`config.mk`:
```
export PLATFORM = sky130hd
export DESIGN_NAME = reconnect_supervisor_backoff_top
export DESIGN_NICKNAME = d
export VERILOG_FILES = /design/src/rtl/rsb_pkg.sv /design/src/rtl/rsb_delay.sv /design/src/rtl/rsb_fsm.sv /design/src/rtl/reconnect_supervisor_backoff_top.sv
export VERILOG_INCLUDE_DIRS = /design/src /design/src/rtl
export SDC_FILE = /design/constraint.sdc
export NUM_CORES = 1
export LEC_CHECK = 0
export BUFFER_PORTS_ARGS = -buffer_cell sky130_fd_sc_hd__buf_2
export CAP_MARGIN = 15
export CORE_ASPECT_RATIO = 2
export CORE_UTILIZATION = 55
export CTS_CLUSTER_SIZE = 16
export DETAILED_ROUTE_END_ITERATION = 8
export PLACE_DENSITY = 0.74
export SETUP_SLACK_MARGIN = 0.15
export SYNTH_ARGS = -nofsm -noshare
export SYNTH_HDL_FRONTEND = slang
export SYNTH_SLANG_ARGS = --single-unit
```
`constraint.sdc`:
```
create_clock -name i_clk -period 8.4 [get_ports i_clk]
set_input_delay 0 -clock i_clk [delete_from_list [all_inputs] [get_ports i_clk]]
set_output_delay 0 -clock i_clk [all_outputs]
set_load 0.01 [all_outputs]
```
`src/rtl/reconnect_supervisor_backoff_top_macros.svh`:
```
// Assertion helpers shared by the supervisor RTL.
// Each macro expects a clock named i_clk and an active-low reset named i_rst_n in scope.
`ifndef RECONNECT_SUPERVISOR_BACKOFF_TOP_MACROS_SVH
`define RECONNECT_SUPERVISOR_BACKOFF_TOP_MACROS_SVH

// The consequent must hold in the same cycle as the antecedent.
`define RSB_ASSERT_SAME(lbl, ante, cons, msg) \
    lbl: assert property (@(posedge i_clk) disable iff (!i_rst_n) (ante) |-> (cons)) \
        else $error(msg);

// The consequent must hold in the cycle after the antecedent.
`define RSB_ASSERT_NEXT(lbl, ante, cons, msg) \
    lbl: assert property (@(posedge i_clk) disable iff (!i_rst_n) (ante) |=> (cons)) \
        else $error(msg);

`endif

```
`src/rtl/rsb_pkg.sv`:
```
package rsb_pkg;

    // Supervisor states.
    localparam logic [2:0] ST_INIT       = 3'd0;
    localparam logic [2:0] ST_WAIT       = 3'd1;
    localparam logic [2:0] ST_CONNECTING = 3'd2;
    localparam logic [2:0] ST_CONNECTED  = 3'd3;
    localparam logic [2:0] ST_BACKOFF    = 3'd4;
    localparam logic [2:0] ST_STOPPED    = 3'd5;
    localparam logic [2:0] ST_ERROR      = 3'd6;

    // Event codes carried by func.
    localparam logic [2:0] EV_START     = 3'd0;
    localparam logic [2:0] EV_STOP      = 3'd1;
    localparam logic [2:0] EV_LINK_UP   = 3'd2;
    localparam logic [2:0] EV_LINK_DOWN = 3'd3;
    localparam logic [2:0] EV_SESS_UP   = 3'd4;
    localparam logic [2:0] EV_SESS_DOWN = 3'd5;
    localparam logic [2:0] EV_SESS_ERR  = 3'd6;
    localparam logic [2:0] EV_EXPIRED   = 3'd7;

    // Configuration register indexes.
    localparam int unsigned CFG_IDX_W  = 2;
    localparam int unsigned CFG_DATA_W = 16;
    localparam logic [CFG_IDX_W-1:0] CFG_UNIT  = 2'd0;
    localparam logic [CFG_IDX_W-1:0] CFG_CAP   = 2'd1;
    localparam logic [CFG_IDX_W-1:0] CFG_SHIFT = 2'd2;

    // Field widths.
    localparam int unsigned UNIT_W  = 16;
    localparam int unsigned CAP_W   = 8;
    localparam int unsigned SHIFT_W = 3;
    localparam int unsigned DELAY_W = 24;

    // Register reset values.
    localparam logic [UNIT_W-1:0]  UNIT_RST  = 16'd1000;
    localparam logic [CAP_W-1:0]   CAP_RST   = 8'd60;
    localparam logic [SHIFT_W-1:0] SHIFT_RST = 3'd6;

    localparam int unsigned RETRY_WIDTH_DEF = 8;

    // Per-item command and status flags.
    typedef struct packed {
        logic client_start;
        logic client_stop;
        logic timer_stop;
        logic timer_load;
        logic notify_up;
        logic notify_down;
        logic unexpected_event;
        logic session_ready;
    } t_cmd;

endpackage

```
`src/rtl/rsb_delay.sv`:
```
module rsb_delay import rsb_pkg::*; #(
    parameter int unsigned RETRY_WIDTH = RETRY_WIDTH_DEF
) (
    input  logic                   i_arm,
    input  logic [RETRY_WIDTH-1:0] i_retry,
    input  logic [UNIT_W-1:0]      i_unit,
    input  logic [CAP_W-1:0]       i_cap,
    input  logic [SHIFT_W-1:0]     i_shift_limit,
    output logic [DELAY_W-1:0]     o_delay
);

    logic             below_limit;
    logic [CAP_W-1:0] mult;

    // Below the shift limit the multiplier doubles per retry, else it is the cap.
    assign below_limit = {1'b0, i_retry} < {{(RETRY_WIDTH - 2){1'b0}}, i_shift_limit};
    assign mult        = below_limit ? (CAP_W'(1) << i_retry[2:0]) : i_cap;
    assign o_delay     = i_arm ? DELAY_W'(i_unit * mult) : '0;

endmodule

```
`src/rtl/rsb_fsm.sv`:
```
module rsb_fsm import rsb_pkg::*; #(
    parameter int unsigned RETRY_WIDTH = RETRY_WIDTH_DEF
) (
    input  logic [2:0]             i_state,
    input  logic                   i_link_up,
    input  logic                   i_started,
    input  logic [RETRY_WIDTH-1:0] i_retry,
    input  logic [2:0]             i_func,
    input  logic                   i_start_accepted,
    input  logic                   i_session_confirmed,
    output logic [2:0]             o_state,
    output logic                   o_link_up,
    output logic                   o_started,
    output logic [RETRY_WIDTH-1:0] o_retry,
    output logic                   o_arm,
    output logic [RETRY_WIDTH-1:0] o_arm_retry,
    output t_cmd                   o_cmd
);

    localparam logic [3:0] ACT_NONE        = 4'd0;
    localparam logic [3:0] ACT_START       = 4'd1;
    localparam logic [3:0] ACT_STOP        = 4'd2;
    localparam logic [3:0] ACT_LINKUP_TRY  = 4'd3;
    localparam logic [3:0] ACT_LINKUP      = 4'd4;
    localparam logic [3:0] ACT_LINKDN_LOST = 4'd5;
    localparam logic [3:0] ACT_LINKDN      = 4'd6;
    localparam logic [3:0] ACT_CONNECT     = 4'd7;
    localparam logic [3:0] ACT_FAILURE     = 4'd8;
    localparam logic [3:0] ACT_STOP_CLIENT = 4'd9;
    localparam logic [3:0] ACT_TRY         = 4'd10;
    localparam logic [3:0] ACT_UNEXP       = 4'd11;

    logic [3:0] act;

    // Per-state event table.
    always_comb begin
        act = ACT_UNEXP;
        unique case (i_state)
            ST_INIT: begin
                unique case (i_func)
                    EV_START:     act = ACT_START;
                    EV_STOP:      act = ACT_STOP;
                    EV_LINK_UP:   act = ACT_LINKUP_TRY;
                    EV_LINK_DOWN: act = ACT_LINKDN_LOST;
                    EV_SESS_UP:   act = ACT_CONNECT;
                    default:      act = ACT_UNEXP;
                endcase
            end
            ST_WAIT: begin
                unique case (i_func)
                    EV_STOP:                  act = ACT_STOP;
                    EV_LINK_UP:               act = ACT_LINKUP_TRY;
                    EV_LINK_DOWN:             act = ACT_LINKDN;
                    EV_SESS_UP:               act = ACT_CONNECT;
                    EV_SESS_DOWN, EV_SESS_ERR: act = ACT_FAILURE;
                    default:                  act = ACT_UNEXP;
                endcase
            end
            ST_CONNECTING, ST_CONNECTED: begin
                unique case (i_func)
                    EV_STOP:      act = ACT_STOP;
                    EV_LINK_UP:   act = ACT_LINKUP;
                    EV_LINK_DOWN: act = ACT_LINKDN_LOST;
                    EV_SESS_UP: begin
                        act = (i_state == ST_CONNECTING) ? ACT_CONNECT : ACT_NONE;
                    end
                    EV_SESS_DOWN, EV_SESS_ERR: act = ACT_FAILURE;
                    default:                  act = ACT_UNEXP;
                endcase
            end
            ST_BACKOFF: begin
                unique case (i_func)
                    EV_STOP:                  act = ACT_STOP;
                    EV_LINK_UP:               act = ACT_LINKUP;
                    EV_LINK_DOWN:             act = ACT_LINKDN_LOST;
                    EV_SESS_UP:               act = ACT_CONNECT;
                    EV_SESS_DOWN, EV_SESS_ERR: act = ACT_STOP_CLIENT;
                    EV_EXPIRED:               act = ACT_TRY;
                    default:                  act = ACT_UNEXP;
                endcase
            end
            ST_STOPPED: begin
                unique case (i_func)
                    EV_START:     act = ACT_START;
                    EV_STOP:      act = ACT_STOP;
                    EV_LINK_UP:   act = ACT_LINKUP;
                    EV_LINK_DOWN: act = ACT_LINKDN;
                    EV_SESS_UP:   act = ACT_NONE;
                    default:      act = ACT_UNEXP;
                endcase
            end
            default: begin
                // The error state; the unused code behaves the same way.
                unique case (i_func)
                    EV_START:     act = ACT_START;
                    EV_STOP:      act = ACT_STOP;
                    EV_LINK_UP:   act = ACT_LINKUP;
                    EV_LINK_DOWN: act = ACT_LINKDN;
                    EV_SESS_UP:   act = ACT_CONNECT;
                    default:      act = ACT_UNEXP;
                endcase
            end
        endcase
    end

    // Carry out the selected action.
    always_comb begin
        o_state     = i_state;
        o_link_up   = i_link_up;
        o_started   = i_started;
        o_retry     = i_retry;
        o_arm       = 1'b0;
        o_arm_retry = i_retry;
        o_cmd       = '0;
        unique case (act)
            ACT_START: begin
                if (!i_started) begin
                    o_started   = 1'b1;
                    o_retry     = '0;
                    o_arm_retry = '0;
                    if (i_link_up) begin
                        o_cmd.client_start = 1'b1;
                        if (i_start_accepted) begin
                            o_state = ST_CONNECTING;
                        end else begin
                            o_arm = 1'b1;
                        end
                    end else begin
                        o_state = ST_WAIT;
                    end
                end
            end
            ACT_STOP: begin
                if (i_started) begin
                    o_started         = 1'b0;
                    o_cmd.timer_stop  = 1'b1;
                    o_cmd.client_stop = 1'b1;
                    o_state           = ST_STOPPED;
                end
            end
            ACT_LINKUP_TRY: begin
                o_link_up          = 1'b1;
                o_cmd.client_start = 1'b1;
                o_state            = ST_CONNECTING;
            end
            ACT_LINKUP: begin
                o_link_up = 1'b1;
            end
            ACT_LINKDN_LOST: begin
                o_link_up         = 1'b0;
                o_cmd.timer_stop  = 1'b1;
                o_cmd.client_stop = 1'b1;
                o_state           = ST_WAIT;
            end
            ACT_LINKDN: begin
                o_link_up = 1'b0;
            end
            ACT_CONNECT: begin
                o_cmd.timer_stop = 1'b1;
                o_retry          = '0;
                o_state          = ST_CONNECTED;
            end
            ACT_FAILURE: begin
                o_cmd.client_stop = 1'b1;
                if (i_link_up) begin
                    o_arm = 1'b1;
                end else begin
                    o_cmd.timer_stop = 1'b1;
                    o_state          = ST_WAIT;
                end
            end
            ACT_STOP_CLIENT: begin
                o_cmd.client_stop = 1'b1;
            end
            ACT_TRY: begin
                if (i_link_up) begin
                    o_cmd.client_start = 1'b1;
                    o_state            = ST_CONNECTING;
                end else begin
                    o_state = ST_WAIT;
                end
            end
            ACT_UNEXP: begin
                o_cmd.unexpected_event = 1'b1;
            end
            default: begin
                o_cmd = '0;
            end
        endcase

        // Loading the backoff timer counts one retry, saturating at all ones.
        if (o_arm) begin
            o_cmd.timer_stop = 1'b1;
            o_cmd.timer_load = 1'b1;
            o_state          = ST_BACKOFF;
            o_retry          = (&o_arm_retry) ? o_arm_retry
                                              : o_arm_retry + RETRY_WIDTH'(1);
        end

        o_cmd.notify_up     = (i_func == EV_SESS_UP);
        o_cmd.notify_down   = (i_func == EV_SESS_DOWN);
        o_cmd.session_ready = (o_state == ST_CONNECTED) && o_link_up && i_session_confirmed;
    end

endmodule

```
`src/rtl/reconnect_supervisor_backoff_top.sv`:
```
// Connection supervisor with exponential backoff.
// Input channel: i_valid, o_stall and the event fields i_func, i_start_accepted and
// i_session_confirmed. An item is taken at a clock edge with i_valid high and o_stall low.
// Output channel: o_valid, i_stall and one result item per input item, carrying the new
// state, the client and timer commands, the backoff delay and the notifications.
// Configuration: i_cfg_valid, o_cfg_ready, i_cfg_index and i_cfg_data write the backoff
// unit, the cap and the shift limit. Ready is always high; write only while the block is idle.
// The edge that accepts an item registers it in the input stage; the block then decodes
// state and event and computes the delay with one 16 by 8 multiply. The edge at which the
// result stage is free registers the result onto the output and updates the supervisor state.
// Throughput is one item per cycle while the receiver does not stall, since the state an
// item leaves is ready for the next item in the following cycle.
// Reset returns the supervisor to init with the link down, not started and no retries,
// and reloads the register defaults. When the receiver stalls, the result holds and the
// pending input item waits in its register; o_stall rises only when both are occupied.
module reconnect_supervisor_backoff_top import rsb_pkg::*; #(
    parameter int unsigned RETRY_WIDTH = RETRY_WIDTH_DEF
) (
    input  logic                  i_clk,
    input  logic                  i_rst_n,
    // Input item channel.
    input  logic                  i_valid,
    output logic                  o_stall,
    input  logic [2:0]            i_func,
    input  logic                  i_start_accepted,
    input  logic                  i_session_confirmed,
    // Result item channel.
    output logic                  o_valid,
    input  logic                  i_stall,
    output logic [2:0]            o_state_now,
    output logic                  o_client_start,
    output logic                  o_client_stop,
    output logic                  o_timer_stop,
    output logic                  o_timer_load,
    output logic [DELAY_W-1:0]    o_backoff_delay_ms,
    output logic                  o_notify_up,
    output logic                  o_notify_down,
    output logic                  o_unexpected_event,
    output logic                  o_session_ready,
    // Configuration write channel.
    input  logic                  i_cfg_valid,
    output logic                  o_cfg_ready,
    input  logic [CFG_IDX_W-1:0]  i_cfg_index,
    input  logic [CFG_DATA_W-1:0] i_cfg_data
);

    `include "reconnect_supervisor_backoff_top_macros.svh"

    // Configuration registers.
    logic [UNIT_W-1:0]  r_unit;
    logic [CAP_W-1:0]   r_cap;
    logic [SHIFT_W-1:0] r_shift;

    // Input stage.
    logic       r_in_valid;
    logic [2:0] r_func;
    logic       r_acc;
    logic       r_conf;

    // Supervisor state.
    logic [2:0]             r_state;
    logic                   r_link_up;
    logic                   r_started;
    logic [RETRY_WIDTH-1:0] r_retry;

    // Result stage.
    logic               r_out_valid;
    logic [2:0]         r_out_state;
    t_cmd               r_out_cmd;
    logic [DELAY_W-1:0] r_out_delay;

    // Decode results.
    logic [2:0]             n_state;
    logic                   n_link_up;
    logic                   n_started;
    logic [RETRY_WIDTH-1:0] n_retry;
    logic                   arm;
    logic [RETRY_WIDTH-1:0] arm_retry;
    t_cmd                   n_cmd;
    logic [DELAY_W-1:0]     n_delay;

    logic out_free;
    logic move;
    logic in_accept;

    // The result register can take an item when it is empty or being drained.
    assign out_free  = !r_out_valid || !i_stall;
    assign move      = r_in_valid && out_free;
    assign o_stall   = r_in_valid && !out_free;
    assign in_accept = i_valid && !o_stall;

    assign o_cfg_ready = 1'b1;

    always_ff @(posedge i_clk) begin
        if (!i_rst_n) begin
            r_unit  <= UNIT_RST;
            r_cap   <= CAP_RST;
            r_shift <= SHIFT_RST;
        end else if (i_cfg_valid && o_cfg_ready) begin
            unique case (i_cfg_index)
                CFG_UNIT:  r_unit  <= i_cfg_data[UNIT_W-1:0];
                CFG_CAP:   r_cap   <= i_cfg_data[CAP_W-1:0];
                CFG_SHIFT: r_shift <= i_cfg_data[SHIFT_W-1:0];
                default:   r_unit  <= r_unit;
            endcase
        end
    end

    always_ff @(posedge i_clk) begin
        if (!i_rst_n) begin
            r_in_valid <= 1'b0;
        end else if (in_accept) begin
            r_in_valid <= 1'b1;
        end else if (move) begin
            r_in_valid <= 1'b0;
        end
    end

    always_ff @(posedge i_clk) begin
        if (in_accept) begin
            r_func <= i_func;
            r_acc  <= i_start_accepted;
            r_conf <= i_session_confirmed;
        end
    end

    rsb_fsm #(
        .RETRY_WIDTH (RETRY_WIDTH)
    ) u_fsm (
        .i_state             (r_state),
        .i_link_up           (r_link_up),
        .i_started           (r_started),
        .i_retry             (r_retry),
        .i_func              (r_func),
        .i_start_accepted    (r_acc),
        .i_session_confirmed (r_conf),
        .o_state             (n_state),
        .o_link_up           (n_link_up),
        .o_started           (n_started),
        .o_retry             (n_retry),
        .o_arm               (arm),
        .o_arm_retry         (arm_retry),
        .o_cmd               (n_cmd)
    );

    rsb_delay #(
        .RETRY_WIDTH (RETRY_WIDTH)
    ) u_delay (
        .i_arm         (arm),
        .i_retry       (arm_retry),
        .i_unit        (r_unit),
        .i_cap         (r_cap),
        .i_shift_limit (r_shift),
        .o_delay       (n_delay)
    );

    // The supervisor state advances exactly when an item moves into the result stage.
    always_ff @(posedge i_clk) begin
        if (!i_rst_n) begin
            r_state   <= ST_INIT;
            r_link_up <= 1'b0;
            r_started <= 1'b0;
            r_retry   <= '0;
        end else if (move) begin
            r_state   <= n_state;
            r_link_up <= n_link_up;
            r_started <= n_started;
            r_retry   <= n_retry;
        end
    end

    always_ff @(posedge i_clk) begin
        if (!i_rst_n) begin
            r_out_valid <= 1'b0;
        end else if (move) begin
            r_out_valid <= 1'b1;
        end else if (!i_stall) begin
            r_out_valid <= 1'b0;
        end
    end

    always_ff @(posedge i_clk) begin
        if (move) begin
            r_out_state <= n_state;
            r_out_cmd   <= n_cmd;
            r_out_delay <= n_delay;
        end
    end

    assign o_valid            = r_out_valid;
    assign o_state_now        = r_out_state;
    assign o_client_start     = r_out_cmd.client_start;
    assign o_client_stop      = r_out_cmd.client_stop;
    assign o_timer_stop       = r_out_cmd.timer_stop;
    assign o_timer_load       = r_out_cmd.timer_load;
    assign o_backoff_delay_ms = r_out_delay;
    assign o_notify_up        = r_out_cmd.notify_up;
    assign o_notify_down      = r_out_cmd.notify_down;
    assign o_unexpected_event = r_out_cmd.unexpected_event;
    assign o_session_ready    = r_out_cmd.session_ready;

    `RSB_ASSERT_SAME(a_load_enters_backoff, o_valid && o_timer_load,
        o_timer_stop && (o_state_now == ST_BACKOFF), "timer load outside backoff entry")
    `RSB_ASSERT_SAME(a_unexp_no_cmd, o_valid && o_unexpected_event,
        !o_client_start && !o_client_stop && !o_timer_stop && !o_timer_load,
        "command issued on an unexpected event")
    `RSB_ASSERT_SAME(a_delay_only_on_load, o_valid && !o_timer_load,
        o_backoff_delay_ms == '0, "delay shown without a timer load")
    `RSB_ASSERT_NEXT(a_state_follows_result, move, r_state == r_out_state,
        "supervisor state differs from the state just reported")

endmodule
```
==> results.md <==
- The flow ran to the end, and the final reports show no timing, DRC or antenna violations.
- For this block, the via count after detailed routing is 7078.
- The critical-path maximum fanout is 16.
- The number of design rule violations left after detail routing is 0.
- The number of sinks on the clock net is 82.
- The total inserted antenna cells is 0.
- TritonCTS built the clock tree.
- The die outline width is 89.9 um.
- Between clock sinks in the finished design, the worst skew comes to 0.0102 ns.
- The top cell type by area accounts for 19.8% of the synthesized area.
- Detailed placement ended at an HPWL of 16.8 mm.
- Among all cell types in the netlist, the one instantiated most often is inv_1.
- At the worst endpoint, the arrival time is 7.70 ns.
- The distinct cell type count of the synthesized netlist is 75.
- The worst path meets setup with 0.814 ns of slack.
- Setup repair after global routing left no endpoint under its margin.
- For the worst setup path, the data required time is 8.51 ns.
- The initial antenna violation count was 0.
- Global routing used 29.0% of the available tracks.
- The largest net degree at the start of global routing is 49.
- The number of top-level pins is 66.
- The count of buffers from port buffering is 64.
- Once the floorplan was initialized, standard cells occupied 56.7% of the core.
- The first routing iteration left 351 violations.
- During synthesis, Yosys emitted a total of 0 warnings.
- The slowest cell on the critical path is mux2i_4.
- The share of final-layout standard cells stronger than drive strength 1 is 13.1%.
- The clock root buffer is clkbuf_16.
- The smallest clock period supported by the final layout is computed as 7.59 ns.
- The number of vias per cell is 5.84.
- The count of final hold-check violations is 0.
- The number of global-route vias before repair came to 7130.
- The average instance area after synthesis is 8.99 sq um.
- The wire length of the first global-routing pass is 35.5 mm.
- The most used flip-flop cell after synthesis is dfxtp_1.
- Across the run, the number of max-cap violations was 0.
- In this run the number of H-tree levels came out at 3.
- The layout overhead on the synthesized area is 11.5%.
- The cell area after synthesis is 8490 sq um.
- The cell that appears most often on the critical path is inv_1.
- At the end of routability-driven placement, the weighted congestion stood at 0.946.
- Counting every instance in the synthesized netlist gives 945.
- Of the available clock period, the critical path in the final layout requires 90.3%.
- The leakage dissipation is 0.00433 uW.
- The clock network latency to the later pin of the worst-skew pair is 0.36 ns.
- Counting flops with a built-in enable in the synthesized netlist gives 40.
- The class of the most critical hold timing path is in2reg.
- The maximum vdd drop is 141 uV.
- The net total in the final layout is 1176.
- The largest stage delay on the critical path is 0.56 ns.
- The buffer levels on the longest clock path is 2.
- The vertical die dimension is 178 um.
- After detailed routing, the average wire length per cell comes to 18.0 um.
- The fraction of registers with async set or reset after synthesis is 0%.
- The number of buffers created by CTS is 9.
- In the post-synthesis netlist, the biggest area contributors are fa_1, edfxtp_1, dfxtp_1.
- In the synthesized netlist, the cells that appear most often are inv_1, nand2_1, fa_1.
- The number of routed nets with antenna violations is 0.
- The core area is 15000 sq um.
- The die covers 16000 sq um.
- The remaining global-route overflow is 0.
- The max-slew violation count came to 0.
- Power spread over the standard cell area amounts to 107 nW/um^2.
- The portion of the post-synthesis area used by sequential elements is 24.0%.
- The relative max-transition margin is 26.4%.
- The highest clock rate is 132 MHz.
- The cell type with the largest total area after synthesis is fa_1.
- The pre-CTS setup slack is 0.844 ns.
- The floorplan row count is 63.
- The transition time of the tightest slew-check pin is 1.10 ns.
- The total iterations of the first detailed-routing run is 7.
- STA classifies the critical path startpoint as a flop.
- STA classifies the critical path endpoint as a flop.
- In this run, synthesis produced a sequential element count of 82.
- The post-route setup TNS is 0 ns.
- After clock tree synthesis, the clock-pin slew on the worst setup and hold paths is 0.06 ns.
- The critical path class is reg2reg.
- Setup violations remaining at the end of the flow were counted as 0.
- The final routed wirelength across all metal layers is 21.8 mm.
- After clock tree synthesis, the repair step resized 0 gates.
- The number of nets in the synthesized netlist is 1109.
[worst max-delay path, delay by kind of cell (launching register included)]
kind | cells | cell delay, ns
mux | 1 | 0.56
fa+ha+maj | 6 | 2.80
buf+inv | 6 | 0.57
compound gates | 7 | 1.86
simple gates | 6 | 1.14
flops | 1 | 0.39
[sequential cells by signal, indices dropped and copies added (netlist names)]
register / count
o_backoff_delay_ms: 24
r_unit: 16
r_cap: 8
r_retry: 8
o_state_now: 3
r_func: 3
r_shift: 3
r_state: 3
o_client_start: 1
o_client_stop: 1
o_notify_down: 1
o_notify_up: 1
o_session_ready: 1
o_timer_load: 1
o_timer_stop: 1
o_unexpected_event: 1
o_valid: 1
r_acc: 1
r_conf: 1
r_in_valid: 1
r_link_up: 1
r_started: 1
[final timing paths]
path | slack [ns] | endpoint | cells past startpoint | startpoint
setup / recovery | 0.81 | o_backoff_delay_ms[23] | 26 | r_func[2]
hold / removal | 0.05 | r_cap[2] | 2 | i_rst_n
setup reg to reg | 0.81 | o_backoff_delay_ms[23] | 26 | r_func[2]
hold reg to reg | 0.50 | r_cap[4] | 2 | r_cap[4]
[routing by layer]
layer / track usage [%] / share of wire [%] / vias up
met3: 3.56 / 3.7 / 87
met2: 58.3 / 57 / 250
met1: 26.7 / 33 / 3469
met5: 0 / 0 / -
li1: - / - / 3272
met4: 19.3 / 6.4 / 0
[cell usage in the layout (no fill, tap or decap), types with 12 or more instances in the layout]
master	n
inv_1	126
nand2_1	91
fa_1	84
buf_2	64
and2_1	56
ha_1	52
nor2b_1	47
nor2_1	44
a21oi_1	44
o21ai_0	42
dfxtp_1	42
edfxtp_1	40
dlygate4sd3_1	23
nand2b_1	14
nor3_1	14
nor2b_2	14
nand3_1	13
buf_4	12
[cells by family (layout without fill, tap and decap cells)]
kind of cell,Yosys count,in the layout,synth area share [%]
compound gates,176,176,13.9
xor+xnor,18,18,1.86
fa+ha+maj,136,136,27.5
buf+inv,170,242,8.23
flops,82,82,24.0
mux,13,13,1.74
other cells,1,1,0.0442
simple gates,349,349,22.7
[through the flow]
step                hold WS [ns]  total power (uW)  instances  instance area, sq um  utilization (%)
floorplan                 0.0989               558        945                  8490                -
global placement           0.176               603       1173                  8940             59.7
detailed placement         0.178               605       1173                  8940             59.7
CTS                       0.0340              1020       1212                  9470             63.3
global route              0.0537              1050       1212                  9470             63.3
finish                    0.0548              1020       1212                  9470             63.3
[power breakdown]
part | switching (uW) | internal [uW] | leakage, uW | total (uW)
logic | 92.9 | 64.7 | 0.00344 | 158
clock network | 178 | 230 | 0.000153 | 408
registers | 14.5 | 435 | 0.000732 | 450
[cell type report]
cell class | instances | area (sq um)
Fill cell | 1338 | 5500
Inverter | 127 | 477
Tap cell | 195 | 244
Clock buffer | 11 | 264
Multi-Input combinational cell | 693 | 5770
Clock inverter | 5 | 38.8
Timing Repair Buffer | 99 | 641
Sequential cell | 82 | 2040
[what timing repair did]
action	in CTS	in global routing
hold buffers	23	0
hold endpoints to repair	34	0
setup buffers	0	0
No activity file was read; power rests on OpenSTA's default activity.
